--- src/rtl/rmv_pkg.sv ---
package rmv_pkg;

  localparam int CFG_W   = 13;   // row_length register
  localparam int MEAN_W  = 16;   // Q8.8 mean
  localparam int VAR_W   = 31;   // Q15.16 variance
  localparam int Q_DEPTH = 4;    // front-to-back row queue

  localparam logic signed [MEAN_W-1:0] MEAN_MAX = 16'sh7FFF;
  localparam logic signed [MEAN_W-1:0] MEAN_MIN = 16'sh8000;
  localparam logic [VAR_W-1:0]         VAR_MAX  = '1;

  // back-end sequencer
  typedef enum logic [2:0] {
    BK_IDLE,
    BK_DIV,
    BK_MEAN,
    BK_SQR,
    BK_OUT
  } rmv_bk_state_t;

  // queue status seen by front and back
  typedef struct packed {
    logic has_room;
    logic not_empty;
  } rmv_q_stat_t;

endpackage

--- src/rtl/rmv_ifs.sv ---
interface rmv_in_if #(
  parameter int SAMPLE_WIDTH = 16
);
  logic                           valid;
  logic                           ready;
  logic signed [SAMPLE_WIDTH-1:0] sample;

  modport source (output valid, output sample, input ready);
  modport sink   (input valid, input sample, output ready);
endinterface

interface rmv_out_if;
  logic                               valid;
  logic                               ready;
  logic signed [rmv_pkg::MEAN_W-1:0]  row_mean;
  logic        [rmv_pkg::VAR_W-1:0]   row_variance;

  modport source (output valid, output row_mean, output row_variance, input ready);
  modport sink   (input valid, input row_mean, input row_variance, output ready);
endinterface

--- src/rtl/row_mean_variance.sv ---
// Row mean and population variance. Samples (signed Q8.8, sign-extended from
// SAMPLE_WIDTH bits) arrive in row-major order; after row_length samples the
// block emits one item with the row mean (sum / m, truncated toward zero,
// saturated to 16 bits) and the population variance (floor(sumsq / m) minus
// mean squared, Q15.16, clamped to 0 .. 2^31-1). row_length of 0 acts as 1,
// values above MAX_ROW_LENGTH act as MAX_ROW_LENGTH; write it only while idle.
// The front takes one sample every cycle while the queue has room: a square
// register, then the accumulators. Finished rows go into a 4-entry queue. The
// back works one row at a time: it pops the queue, runs a bit-serial restoring
// divider, then registers mean, square and variance in turn. Rows at least as
// long as the back's time per row stream at one sample per cycle while results
// are taken; shorter rows run at the back's pace once the queue fills.
// No clearing pass after reset.
module row_mean_variance #(
  parameter int MAX_ROW_LENGTH = 4096,
  parameter int SAMPLE_WIDTH   = 16
) (
  input  logic                      clk,
  input  logic                      rst,
  input  logic                      row_length_we,
  input  logic [rmv_pkg::CFG_W-1:0] row_length_data,
  rmv_in_if.sink                    samples,
  rmv_out_if.source                 results
);
  import rmv_pkg::*;

  // count and accumulator widths follow the worst-case row
  localparam int LEN_W = $clog2(MAX_ROW_LENGTH + 1);
  localparam int SUM_W = SAMPLE_WIDTH + LEN_W;
  localparam int SQ_W  = 2 * SAMPLE_WIDTH + LEN_W;
  localparam int QW    = SUM_W + SQ_W + LEN_W;

  rmv_q_stat_t             qstat;
  logic                    push;
  logic                    pop;
  logic signed [SUM_W-1:0] push_sum;
  logic [SQ_W-1:0]         push_sumsq;
  logic [LEN_W-1:0]        push_len;
  logic [QW-1:0]           q_wdata;
  logic [QW-1:0]           q_rdata;
  logic signed [SUM_W-1:0] row_sum;
  logic [SQ_W-1:0]         row_sumsq;
  logic [LEN_W-1:0]        row_len;

  // front: config register, squarer, accumulators, end-of-row detect
  rmv_front #(
    .MAX_ROW_LENGTH (MAX_ROW_LENGTH),
    .SAMPLE_WIDTH   (SAMPLE_WIDTH),
    .LEN_W          (LEN_W),
    .SUM_W          (SUM_W),
    .SQ_W           (SQ_W)
  ) u_front (
    .clk             (clk),
    .rst             (rst),
    .row_length_we   (row_length_we),
    .row_length_data (row_length_data),
    .samples         (samples),
    .qstat           (qstat),
    .push            (push),
    .push_sum        (push_sum),
    .push_sumsq      (push_sumsq),
    .push_len        (push_len)
  );

  // queue of finished row totals
  assign q_wdata = {push_sum, push_sumsq, push_len};

  rmv_queue #(
    .W (QW)
  ) u_queue (
    .clk   (clk),
    .rst   (rst),
    .push  (push),
    .wdata (q_wdata),
    .pop   (pop),
    .rdata (q_rdata),
    .stat  (qstat)
  );

  assign row_sum   = $signed(q_rdata[QW-1 -: SUM_W]);
  assign row_sumsq = q_rdata[LEN_W +: SQ_W];
  assign row_len   = q_rdata[LEN_W-1:0];

  // back: divide, saturate mean, square, subtract, output register
  rmv_back #(
    .LEN_W (LEN_W),
    .SUM_W (SUM_W),
    .SQ_W  (SQ_W)
  ) u_back (
    .clk       (clk),
    .rst       (rst),
    .qstat     (qstat),
    .row_sum   (row_sum),
    .row_sumsq (row_sumsq),
    .row_len   (row_len),
    .pop       (pop),
    .results   (results)
  );

endmodule

--- src/rtl/rmv_queue.sv ---
module rmv_queue #(
  parameter int W = 8
) (
  input  logic                 clk,
  input  logic                 rst,
  input  logic                 push,
  input  logic [W-1:0]         wdata,
  input  logic                 pop,
  output logic [W-1:0]         rdata,
  output rmv_pkg::rmv_q_stat_t stat
);
  import rmv_pkg::*;

  localparam int AW = (Q_DEPTH > 1) ? $clog2(Q_DEPTH) : 1;
  localparam int CW = $clog2(Q_DEPTH + 1);

  logic [W-1:0]  mem [Q_DEPTH];
  logic [AW-1:0] wr_ptr;
  logic [AW-1:0] rd_ptr;
  logic [CW-1:0] count;

  always_ff @(posedge clk) begin
    if (push) begin
      mem[wr_ptr] <= wdata;
    end
  end

  always_ff @(posedge clk) begin
    if (rst) begin
      wr_ptr <= '0;
      rd_ptr <= '0;
      count  <= '0;
    end else begin
      if (push) begin
        wr_ptr <= (wr_ptr == AW'(Q_DEPTH - 1)) ? '0 : wr_ptr + 1'b1;
      end
      if (pop) begin
        rd_ptr <= (rd_ptr == AW'(Q_DEPTH - 1)) ? '0 : rd_ptr + 1'b1;
      end
      case ({push, pop})
        2'b10:   count <= count + 1'b1;
        2'b01:   count <= count - 1'b1;
        default: count <= count;
      endcase
    end
  end

  assign rdata = mem[rd_ptr];

  // one slot held back for the row still in the front pipeline
  assign stat.has_room  = (count < CW'(Q_DEPTH - 1));
  assign stat.not_empty = (count != '0);

endmodule

--- src/rtl/rmv_front.sv ---
module rmv_front #(
  parameter int MAX_ROW_LENGTH = 4096,
  parameter int SAMPLE_WIDTH   = 16,
  parameter int LEN_W          = 13,
  parameter int SUM_W          = 29,
  parameter int SQ_W           = 45
) (
  input  logic                          clk,
  input  logic                          rst,
  input  logic                          row_length_we,
  input  logic [rmv_pkg::CFG_W-1:0]     row_length_data,
  rmv_in_if.sink                        samples,
  input  rmv_pkg::rmv_q_stat_t          qstat,
  output logic                          push,
  output logic signed [SUM_W-1:0]       push_sum,
  output logic [SQ_W-1:0]               push_sumsq,
  output logic [LEN_W-1:0]              push_len
);
  import rmv_pkg::*;

  localparam int SW = SAMPLE_WIDTH;
  localparam int CW = (LEN_W > CFG_W) ? LEN_W : CFG_W;

  logic [CFG_W-1:0]      row_length;
  logic [LEN_W-1:0]      m_eff;
  logic [LEN_W-1:0]      count;
  logic [LEN_W:0]        count_inc;
  logic                  last;
  logic                  accept;
  logic signed [2*SW-1:0] prod;

  // square stage
  logic                  a_valid;
  logic                  a_last;
  logic signed [SW-1:0]  a_sample;
  logic [2*SW-1:0]       a_sq;
  logic [LEN_W-1:0]      a_len;

  // accumulators
  logic signed [SUM_W-1:0] sum;
  logic [SQ_W-1:0]         sumsq;
  logic signed [SUM_W-1:0] sum_next;
  logic [SQ_W-1:0]         sumsq_next;

  always_ff @(posedge clk) begin
    if (rst) begin
      row_length <= CFG_W'(1);
    end else if (row_length_we) begin
      row_length <= row_length_data;
    end
  end

  // zero acts as one, oversize clamps to the maximum
  always_comb begin
    if (row_length == '0) begin
      m_eff = LEN_W'(1);
    end else if (CW'(row_length) > CW'(MAX_ROW_LENGTH)) begin
      m_eff = LEN_W'(MAX_ROW_LENGTH);
    end else begin
      m_eff = LEN_W'(row_length);
    end
  end

  assign samples.ready = qstat.has_room;
  assign accept        = samples.valid && samples.ready;
  assign count_inc     = {1'b0, count} + 1'b1;
  assign last          = (count_inc >= {1'b0, m_eff});
  assign prod          = samples.sample * samples.sample;

  always_ff @(posedge clk) begin
    if (rst) begin
      count   <= '0;
      a_valid <= 1'b0;
    end else begin
      a_valid <= accept;
      if (accept) begin
        count <= last ? '0 : count_inc[LEN_W-1:0];
      end
    end
  end

  always_ff @(posedge clk) begin
    if (accept) begin
      a_sample <= samples.sample;
      a_sq     <= $unsigned(prod);
      a_last   <= last;
      a_len    <= m_eff;
    end
  end

  assign sum_next   = sum + {{(SUM_W-SW){a_sample[SW-1]}}, a_sample};
  assign sumsq_next = sumsq + {{(SQ_W-2*SW){1'b0}}, a_sq};

  always_ff @(posedge clk) begin
    if (rst) begin
      sum   <= '0;
      sumsq <= '0;
    end else if (a_valid) begin
      if (a_last) begin
        sum   <= '0;
        sumsq <= '0;
      end else begin
        sum   <= sum_next;
        sumsq <= sumsq_next;
      end
    end
  end

  assign push       = a_valid && a_last;
  assign push_sum   = sum_next;
  assign push_sumsq = sumsq_next;
  assign push_len   = a_len;

endmodule

--- src/rtl/rmv_back.sv ---
module rmv_back #(
  parameter int LEN_W = 13,
  parameter int SUM_W = 29,
  parameter int SQ_W  = 45
) (
  input  logic                    clk,
  input  logic                    rst,
  input  rmv_pkg::rmv_q_stat_t    qstat,
  input  logic signed [SUM_W-1:0] row_sum,
  input  logic [SQ_W-1:0]         row_sumsq,
  input  logic [LEN_W-1:0]        row_len,
  output logic                    pop,
  rmv_out_if.source               results
);
  import rmv_pkg::*;

  localparam int IW   = $clog2(SQ_W);
  localparam int WIDE = (SQ_W > 2*MEAN_W) ? SQ_W : 2*MEAN_W;

  rmv_bk_state_t state, state_next;

  logic div_step, mean_en, sq_en, out_load;

  logic                     neg;
  logic [SQ_W-1:0]          da;   // |sum| dividend, becomes quotient
  logic [SQ_W-1:0]          db;   // sumsq dividend, becomes quotient
  logic [LEN_W:0]           ra;
  logic [LEN_W:0]           rb;
  logic [LEN_W-1:0]         dm;
  logic [IW-1:0]            iter;
  logic signed [MEAN_W-1:0] mean;
  logic [2*MEAN_W-1:0]      msq;

  logic [SQ_W-1:0]          sum_ext;
  logic [LEN_W:0]           ra_sh, rb_sh;
  logic                     ge_a, ge_b;
  logic signed [MEAN_W-1:0] mean_sat;
  logic signed [2*MEAN_W-1:0] mean_prod;
  logic [WIDE-1:0]          qb_w, msq_w, diff;
  logic [VAR_W-1:0]         var_val;

  logic                     out_valid;
  logic signed [MEAN_W-1:0] out_mean;
  logic [VAR_W-1:0]         out_var;

  // next state
  always_comb begin
    state_next = state;
    case (state)
      BK_IDLE: if (qstat.not_empty) state_next = BK_DIV;
      BK_DIV:  if (iter == '0) state_next = BK_MEAN;
      BK_MEAN: state_next = BK_SQR;
      BK_SQR:  state_next = BK_OUT;
      BK_OUT:  if (!out_valid || results.ready) state_next = BK_IDLE;
      default: state_next = BK_IDLE;
    endcase
  end

  // outputs
  always_comb begin
    pop      = 1'b0;
    div_step = 1'b0;
    mean_en  = 1'b0;
    sq_en    = 1'b0;
    out_load = 1'b0;
    case (state)
      BK_IDLE: pop = qstat.not_empty;
      BK_DIV:  div_step = 1'b1;
      BK_MEAN: mean_en = 1'b1;
      BK_SQR:  sq_en = 1'b1;
      BK_OUT:  out_load = !out_valid || results.ready;
      default: pop = 1'b0;
    endcase
  end

  always_ff @(posedge clk) begin
    if (rst) begin
      state <= BK_IDLE;
    end else begin
      state <= state_next;
    end
  end

  // restoring division, one quotient bit per cycle for both dividends
  assign sum_ext = {{(SQ_W-SUM_W){row_sum[SUM_W-1]}}, row_sum};
  assign ra_sh   = {ra[LEN_W-1:0], da[SQ_W-1]};
  assign rb_sh   = {rb[LEN_W-1:0], db[SQ_W-1]};
  assign ge_a    = (ra_sh >= {1'b0, dm});
  assign ge_b    = (rb_sh >= {1'b0, dm});

  always_ff @(posedge clk) begin
    if (pop) begin
      neg  <= row_sum[SUM_W-1];
      da   <= row_sum[SUM_W-1] ? -sum_ext : sum_ext;
      db   <= row_sumsq;
      dm   <= row_len;
      ra   <= '0;
      rb   <= '0;
      iter <= IW'(SQ_W - 1);
    end else if (div_step) begin
      ra   <= ge_a ? ra_sh - {1'b0, dm} : ra_sh;
      rb   <= ge_b ? rb_sh - {1'b0, dm} : rb_sh;
      da   <= {da[SQ_W-2:0], ge_a};
      db   <= {db[SQ_W-2:0], ge_b};
      iter <= iter - 1'b1;
    end
  end

  // signed mean with saturation
  always_comb begin
    if (neg) begin
      if (da > SQ_W'(32768)) begin
        mean_sat = MEAN_MIN;
      end else begin
        mean_sat = -$signed(da[MEAN_W-1:0]);
      end
    end else begin
      if (da > SQ_W'(MEAN_MAX)) begin
        mean_sat = MEAN_MAX;
      end else begin
        mean_sat = $signed(da[MEAN_W-1:0]);
      end
    end
  end

  assign mean_prod = mean * mean;

  always_ff @(posedge clk) begin
    if (mean_en) begin
      mean <= mean_sat;
    end
    if (sq_en) begin
      msq <= $unsigned(mean_prod);
    end
  end

  // variance = sumsq/m - mean^2, clamped to [0, VAR_MAX]
  assign qb_w  = WIDE'(db);
  assign msq_w = WIDE'(msq);
  assign diff  = qb_w - msq_w;

  always_comb begin
    if (qb_w > msq_w) begin
      var_val = (diff > WIDE'(VAR_MAX)) ? VAR_MAX : diff[VAR_W-1:0];
    end else begin
      var_val = '0;
    end
  end

  always_ff @(posedge clk) begin
    if (rst) begin
      out_valid <= 1'b0;
    end else if (out_load) begin
      out_valid <= 1'b1;
    end else if (results.ready) begin
      out_valid <= 1'b0;
    end
  end

  always_ff @(posedge clk) begin
    if (out_load) begin
      out_mean <= mean;
      out_var  <= var_val;
    end
  end

  assign results.valid        = out_valid;
  assign results.row_mean     = out_mean;
  assign results.row_variance = out_var;

endmodule

--- src/flat_wrapper.sv ---
// flat-port wrapper written by rule: the top's interface ports become plain ports
module row_mean_variance_flat import rmv_pkg::*;
#(
  parameter int MAX_ROW_LENGTH = 4096,
  parameter int SAMPLE_WIDTH   = 16
)
  (clk, rst, row_length_we, row_length_data, samples_valid, samples_sample, samples_ready, results_valid, results_row_mean, results_row_variance, results_ready);
  rmv_in_if #(.SAMPLE_WIDTH(SAMPLE_WIDTH)) samples_i ();
  rmv_out_if results_i ();
  input  logic clk;
  input  logic rst;
  input  logic row_length_we;
  input  logic [rmv_pkg::CFG_W-1:0] row_length_data;
  input wire logic [$bits(samples_i.valid)-1:0] samples_valid;
  input wire logic [$bits(samples_i.sample)-1:0] samples_sample;
  output wire logic [$bits(samples_i.ready)-1:0] samples_ready;
  output wire logic [$bits(results_i.valid)-1:0] results_valid;
  output wire logic [$bits(results_i.row_mean)-1:0] results_row_mean;
  output wire logic [$bits(results_i.row_variance)-1:0] results_row_variance;
  input wire logic [$bits(results_i.ready)-1:0] results_ready;
  assign samples_i.valid = samples_valid;
  assign samples_i.sample = samples_sample;
  assign samples_ready = samples_i.ready;
  assign results_valid = results_i.valid;
  assign results_row_mean = results_i.row_mean;
  assign results_row_variance = results_i.row_variance;
  assign results_i.ready = results_ready;
  row_mean_variance #(.MAX_ROW_LENGTH(MAX_ROW_LENGTH), .SAMPLE_WIDTH(SAMPLE_WIDTH)) u_core (.clk(clk), .rst(rst), .row_length_we(row_length_we), .row_length_data(row_length_data), .samples(samples_i), .results(results_i));
endmodule
--- config.mk ---
export PLATFORM = sky130hd
export DESIGN_NAME = row_mean_variance_flat
export DESIGN_NICKNAME = d
export VERILOG_FILES = /design/src/rtl/rmv_pkg.sv /design/src/rtl/rmv_ifs.sv /design/src/rtl/row_mean_variance.sv /design/src/rtl/rmv_queue.sv /design/src/rtl/rmv_front.sv /design/src/rtl/rmv_back.sv /design/src/flat_wrapper.sv
export SDC_FILE = /design/constraint.sdc
export NUM_CORES = 2
export LEC_CHECK = 0
export CAP_MARGIN = 20
export CORE_UTILIZATION = 30
export DETAILED_ROUTE_END_ITERATION = 8
export DONT_BUFFER_PORTS = 1
export PLACE_DENSITY = 0.47
export SLEW_MARGIN = 25
export SYNTH_ARGS = -nofsm -noshare
export SYNTH_HDL_FRONTEND = slang
export SYNTH_HIERARCHICAL = 1
export SYNTH_SLANG_ARGS = --single-unit
--- constraint.sdc ---
create_clock -name clk -period 8 [get_ports clk]
set_input_delay 0 -clock clk [delete_from_list [all_inputs] [get_ports clk]]
set_output_delay 0 -clock clk [all_outputs]
set_load 0.005 [all_outputs]
Word-level counts from Yosys, hierarchy flattened:

Memory sizes are Yosys's and may differ from the RTL's. A register that Yosys moved wholly into a read port is not among the register bits.
Cells that the tools add are included.
W data, S select, Z words.

* register bits after elaboration: 405
* memory bits (writable): 348
* bits of input ports: 34
* memories: 1

* add/subtract/negate cells: 13
* multiply operators: 2
* order comparisons: 9
* eq/ne operators: 11
* multiplexer cells: 34
* reductions and logical operators: 12

Memories
* u_core.u_queue.mem: depth 4, width 87, read ports 1, clocked after memory_dff 1, wr ports 1, RTL line rmv_queue.sv:17 `logic [W-1:0] mem [Q_DEPTH];`

Operators by type and width (count)
* $mux W45: 6
* $mux W13: 5
* $mul A16 B16 Y32: 2
* $mux W16: 3
* $add A45 B32 Y45: 1
* $gt A45 B15 Y1 const B: 1
* $gt A45 B16 Y1 const B: 1
* $gt A45 B31 Y1 const B: 1
* $gt A45 B32 Y1: 1
* $neg A45 Y45: 1
* $sub A45 B32 Y45: 1
* $ge A14 B13 Y1: 3
* $mux W31: 1
* $add A29 B29 Y29: 1
* $mux W29: 1
* $sub A13 B13 Y13: 2
* $neg A16 Y16: 1
* $pmux W3 S5: 1
* $add A13 B1 Y14 const B: 1
* $gt A13 B13 Y1 const B: 1
* $logic_not A13 Y1: 1
* $mux W1: 9
* $mux W3: 3
* $mux W2: 4
* other kinds (20): 29

Depth between registers and ports, before layout:

* word-level depth: 5
* depth in mapped cells: 25
* gate-level depth less buffers: 24

Cells and area by module:

The synthesis kept the hierarchy.

Modules (own cells, without submodules)
* rmv_back: instances 1, cells an instance 2388, area each 22425.3 um2
* rmv_front: instances 1, cells an instance 2063, area each 18634.1 um2
* rmv_queue: instances 1, cells an instance 503, area each 13002.5 um2

Least setup slack after synthesis:

OpenSTA, ideal clock, no wires.

* kind: register to register
* from: register u_core.u_back.mean[5]
* to: register u_core.u_back.msq[31] (data pin)
* library setup time: 0.260 ns
* arrival time: 6.183 ns
* data required time: 7.740 ns
* setup slack: 1.558 ns
* stages on the path, launching flop included: 22
* buffers on the path: 2
* cells stage by stage: edfxtp_1 clkbuf_1 clkbuf_1 nand2_1 fa_1 inv_1 fa_1 fa_1 fa_1 fa_1 inv_1 fa_1 inv_1 ha_1 a21o_1 a21o_1 a21oi_1 nor2_1 a221oi_1 nor2b_1 o21ai_0 xnor2_1

* longest elaborated chain between the ends: 1

Ends and longest elaborated chain
* from (decl): RTL line rmv_back.sv:31 `logic signed [MEAN_W-1:0] mean;`
* from (signal assigned): RTL line rmv_back.sv:130 `mean <= mean_sat;`
* $mul A16 B16 Y32: RTL line rmv_back.sv:126 `assign mean_prod = mean * mean;`
* net u_core.u_back.mean_prod[31]: RTL line rmv_back.sv:38 `logic signed [2*MEAN_W-1:0] mean_prod;`
* to (signal assigned): RTL line rmv_back.sv:133 `msq <= $unsigned(mean_prod);`
* to (decl): RTL line rmv_back.sv:32 `logic [2*MEAN_W-1:0] msq;`

The timed path passes the listed nets, and every way through them passes these cells.
A chain may end at the register's enable or synchronous reset.

Final worst setup path:

Ends and elaborated chain as after synthesis.

==> impl_metrics.csv <==
group,metric,value,unit
clock_network,cts_root_buffer,"clkbuf_16",
logic_synthesis,number_of_flops_mapped_to_enable_cells_by_yosys,606,
placement,buffer_ports.inserted,0,
timing,number_of_endpoints_with_negative_hold_slack_in_the_final_report,0,
logic_synthesis,synth.top_cells.by_area,"edfxtp_1 34%, fa_1 18%, ha_1 7.5%",
worst_setup_path,regToRegStartpoint,"u_core/u_back/mean[5]$_DFFE_PN_",
logic_synthesis,synth.distinct_cells,94,
global_routing,antenna_violations_before_repair,3,
worst_setup_path,crit_required,8420,ps
power_and_ir_drop,p_leak,24.6,nW
global_routing,overflow,0,
global_routing,grt_first_pass_wirelength,213000,µm
power_and_ir_drop,p_per_area,376,nW/µm²
worst_setup_path,endpoint,"u_core/u_back/msq[31]$_DFFE_PP_",
worst_setup_path,regToRegEndpoint,"u_core/u_back/msq[31]$_DFFE_PP_",
clock_network,tritoncts,"yes",
placement,post-place-cells,7159,
floorplanning,die_h,427,µm
min_path,hold_depth,1,
logic_synthesis,synthCells,4954,
worst_setup_path,timing.critical_path.to_type,"flip-flop",
run,maxCapViolCount,0,
floorplanning,floorplan.die_area,182000,µm²
placement,gp_congestion,0.865,
global_routing,via_count_of_the_first_global_routing_pass,37500,
timing,rsz0062_at_grt,"false",
power_and_ir_drop,total_power,22.6,mW
routing,routed_via_density,4.75,
routing,vias,35100,
floorplanning,ios,83,
clock_network,cts_buffers,86,
placement,placed_area,56500,µm²
final_layout,antenna_cells,0,
power_and_ir_drop,peakVddDrop,0.664,mV
timing,clock-skew-final,61.4,ps
status,outcome,"finished clean",
timing,tmin_final,7120,ps
final_layout,finish.instance_area,60300,µm²
worst_setup_path,rrSetupSlack,880,ps
clock_network,clk-insertion-delay-late,710,ps
worst_setup_path,timing.setup.critical_path_class,"reg -> reg",
timing,setup_total_negative_slack,0,ps
clock_network,clkSinkCount,752,
logic_synthesis,postSynthNetCount,5786,
floorplanning,core,179000,µm²
logic_synthesis,yosys_register_bits,752,
logic_synthesis,post-synth-top-area-fraction,33.7,%
logic_synthesis,synth_async_sr_flop_share,0,%
final_layout,final-instance-count-excl-fill,7380,
worst_setup_path,worst-r2r-cell-count,22,
timing,final-setup-viol-count,0,
clock_network,ctsResizeCount,0,
min_path,min_delay_worst_type,"in -> reg",
timing,timing.fmax,140,MHz
routing,drc,0,
placement,detailed_place_hpwl,95900,µm
worst_setup_path,cp.arrival,7550,ps
routing,drt.antenna.violating_nets,0,
logic_synthesis,synth.cells.most_frequent,"789 x inv_1, 606 x edfxtp_1, 495 x nand2_1",
timing,worst_tran_pin_value,957,ps
logic_synthesis,netlist.top_cell.by_area,"edfxtp_1",
final_layout,final_layout_size_suffix_gt1_share,6.73,%
logic_synthesis,seq_area_frac_synth,39.1,%
final_layout,design.final.nets,5786,
routing,route.detailed.wl_per_inst,17.9,µm
floorplanning,fp-row-count,155,
timing,final_max_slew_viol_count,0,
floorplanning,fp.dieW,427,µm
timing,timing.max_slew.rel_slack,36.1,%
clock_network,ctsHtreeMaxLevel,3,
worst_setup_path,timing.critical_path.from_type,"flip-flop",
clock_network,cts_buffer_depth,3,
routing,postRouteWirelength,132000,µm
global_routing,pin_count_of_the_biggest_net_entering_global_routing,93,
worst_setup_path,timing.critical_path.from,"u_core/u_back/mean[5]$_DFFE_PN_",
global_routing,grt_usage,14.9,%
logic_synthesis,synthMostInstantiatedCell,"inv_1",
timing,finalCritPeriodShare,89.0,%
worst_setup_path,critical_path.max_fanout,20,
final_layout,area_growth_syn_to_layout,11.4,%
routing,first_iter_violations,1820,
logic_synthesis,mappedNetlistArea,54100,µm²
clock_network,path_clk_slew,60,ps
logic_synthesis,syn_area_per_cell,10.9,µm²
logic_synthesis,ys_dominant_reg_cell,"edfxtp_1",
floorplanning,initial_core_util,30.2,%
logic_synthesis,synthesis.yosys.warnings,6,
final_layout,n_fill_cell,18100,
routing,detail_route.first_pass.iterations,5,
## sequential cells by signal, indices dropped and copies added, names as in the netlist, 2 cells and up, named ones only
signal                              cells
u_core/u_queue/mem                    348
u_core/u_back/da                       45
u_core/u_back/db                       45
u_core/u_front/sumsq                   45
u_core/u_back/msq                      31
u_core/u_back/results.row_variance     31
u_core/u_front/a_sq                    30
u_core/u_front/sum                     29
u_core/u_back/mean                     16
u_core/u_back/results.row_mean         16
u_core/u_front/a_sample                16
u_core/u_back/dm                       13
u_core/u_back/ra                       13
u_core/u_back/rb                       13
u_core/u_front/count                   13
u_core/u_front/push_len                13
u_core/u_front/row_length              13
u_core/u_back/iter                      6
u_core/u_back/state                     3
u_core/u_queue/count                    3
u_core/u_queue/rd_ptr                   2
u_core/u_queue/wr_ptr                   2
## layer usage
| metal | vias up | share of wire (%) | GRT usage (%) |
|---|---|---|---|
| li1 | 16800 | - | - |
| met1 | 17600 | 47 | 19.9 |
| met2 | 501 | 48 | 25.6 |
| met3 | 126 | 3.2 | 1.83 |
| met4 | 0 | 1.7 | 3.36 |
| met5 | - | 0 | 0 |
## metrics by stage
| stage | util (%) | worst slack [ps] | hold WS [ps] |
|---|---|---|---|
| detailed placement | 31.6 | 861 | 82.8 |
| global placement | 31.6 | 751 | 79.2 |
| CTS | 33.7 | 791 | 2.69 |
| global route | 33.7 | 260 | 42.5 |
| floorplan | - | 1560 | 69.1 |
| finish | 33.7 | 876 | 36.2 |
## worst max-delay path, stage by stage, from the launching register on
cell and delay, ps:
edfxtp_1 730, and2_1 360, fa_1 490, inv_1 60, fa_1 490, fa_1 510
inv_1 50, fa_1 460, fa_1 560, inv_1 60, fa_1 560, inv_1 50
ha_1 340, a21o_1 200, a21o_1 180, a2111oi_0 430, buf_4 210, o31ai_1 70
buf_4 170, a221oi_1 310, nor2b_1 270, o21ai_0 150, xnor2_1 140
## where the power goes
group	internal (mW)	switching (mW)	leakage (nW)
registers	5.80	0.538	6.67
clock network	2.51	1.69	1.48
logic	4.73	7.35	16.5
total	13.0	9.58	24.6
## how the worst min path moves through the flow
stage                           start                                        to  slack (ps)
global placement                  rst      u_core/u_queue/count[2]$_SDFFE_PP0P_          80
floorplan                         rst  u_core/u_back/results.valid$_SDFFE_PP0P_          70
finish              samples_sample[4]      u_core/u_front/a_sample[4]$_DFFE_PP_          40
CTS                 samples_sample[4]      u_core/u_front/a_sample[4]$_DFFE_PP_           3
global route        samples_sample[4]      u_core/u_front/a_sample[4]$_DFFE_PP_          40
detailed placement                rst      u_core/u_queue/count[1]$_SDFFE_PP0P_          80
## placed cells by master, fill, tap and decap left out, types with 92 or more instances in the layout
master    count
inv_1       787
a21oi_1     218
xor2_1       92
edfxtp_1    606
nor2_1      251
nand2_1     495
ha_1        324
xnor2_1     162
dfxtp_1     143
fa_1        474
and2_1      104
o21ai_0     187
## area by class of cell
type | count | area [µm²] | area share, %
clock buffer | 119 | 2480 | 4.11
clock inverter | 40 | 582 | 0.966
inverter | 790 | 2970 | 4.92
multi-input combinational | 3227 | 29200 | 48.5
sequential | 752 | 21100 | 35.1
tap | 2355 | 2950 | 4.89
timing repair buffer | 97 | 905 | 1.50
## cell families after synthesis
group,Yosys count,synth area share (%)
xor+xnor,254,4.11
simple gates,1273,11.3
flops,752,39.1
mux,131,4.45
compound gates,771,9.04
fa+ha+maj,798,25.1
buf+inv,975,6.96
## what timing repair did
action / in CTS / in global routing
hold buffers: 62 / 0
endpoints found under the hold margin: 136 / 0
setup buffers: 0 / 0
Note: power is estimated with default switching activity, not from simulation.
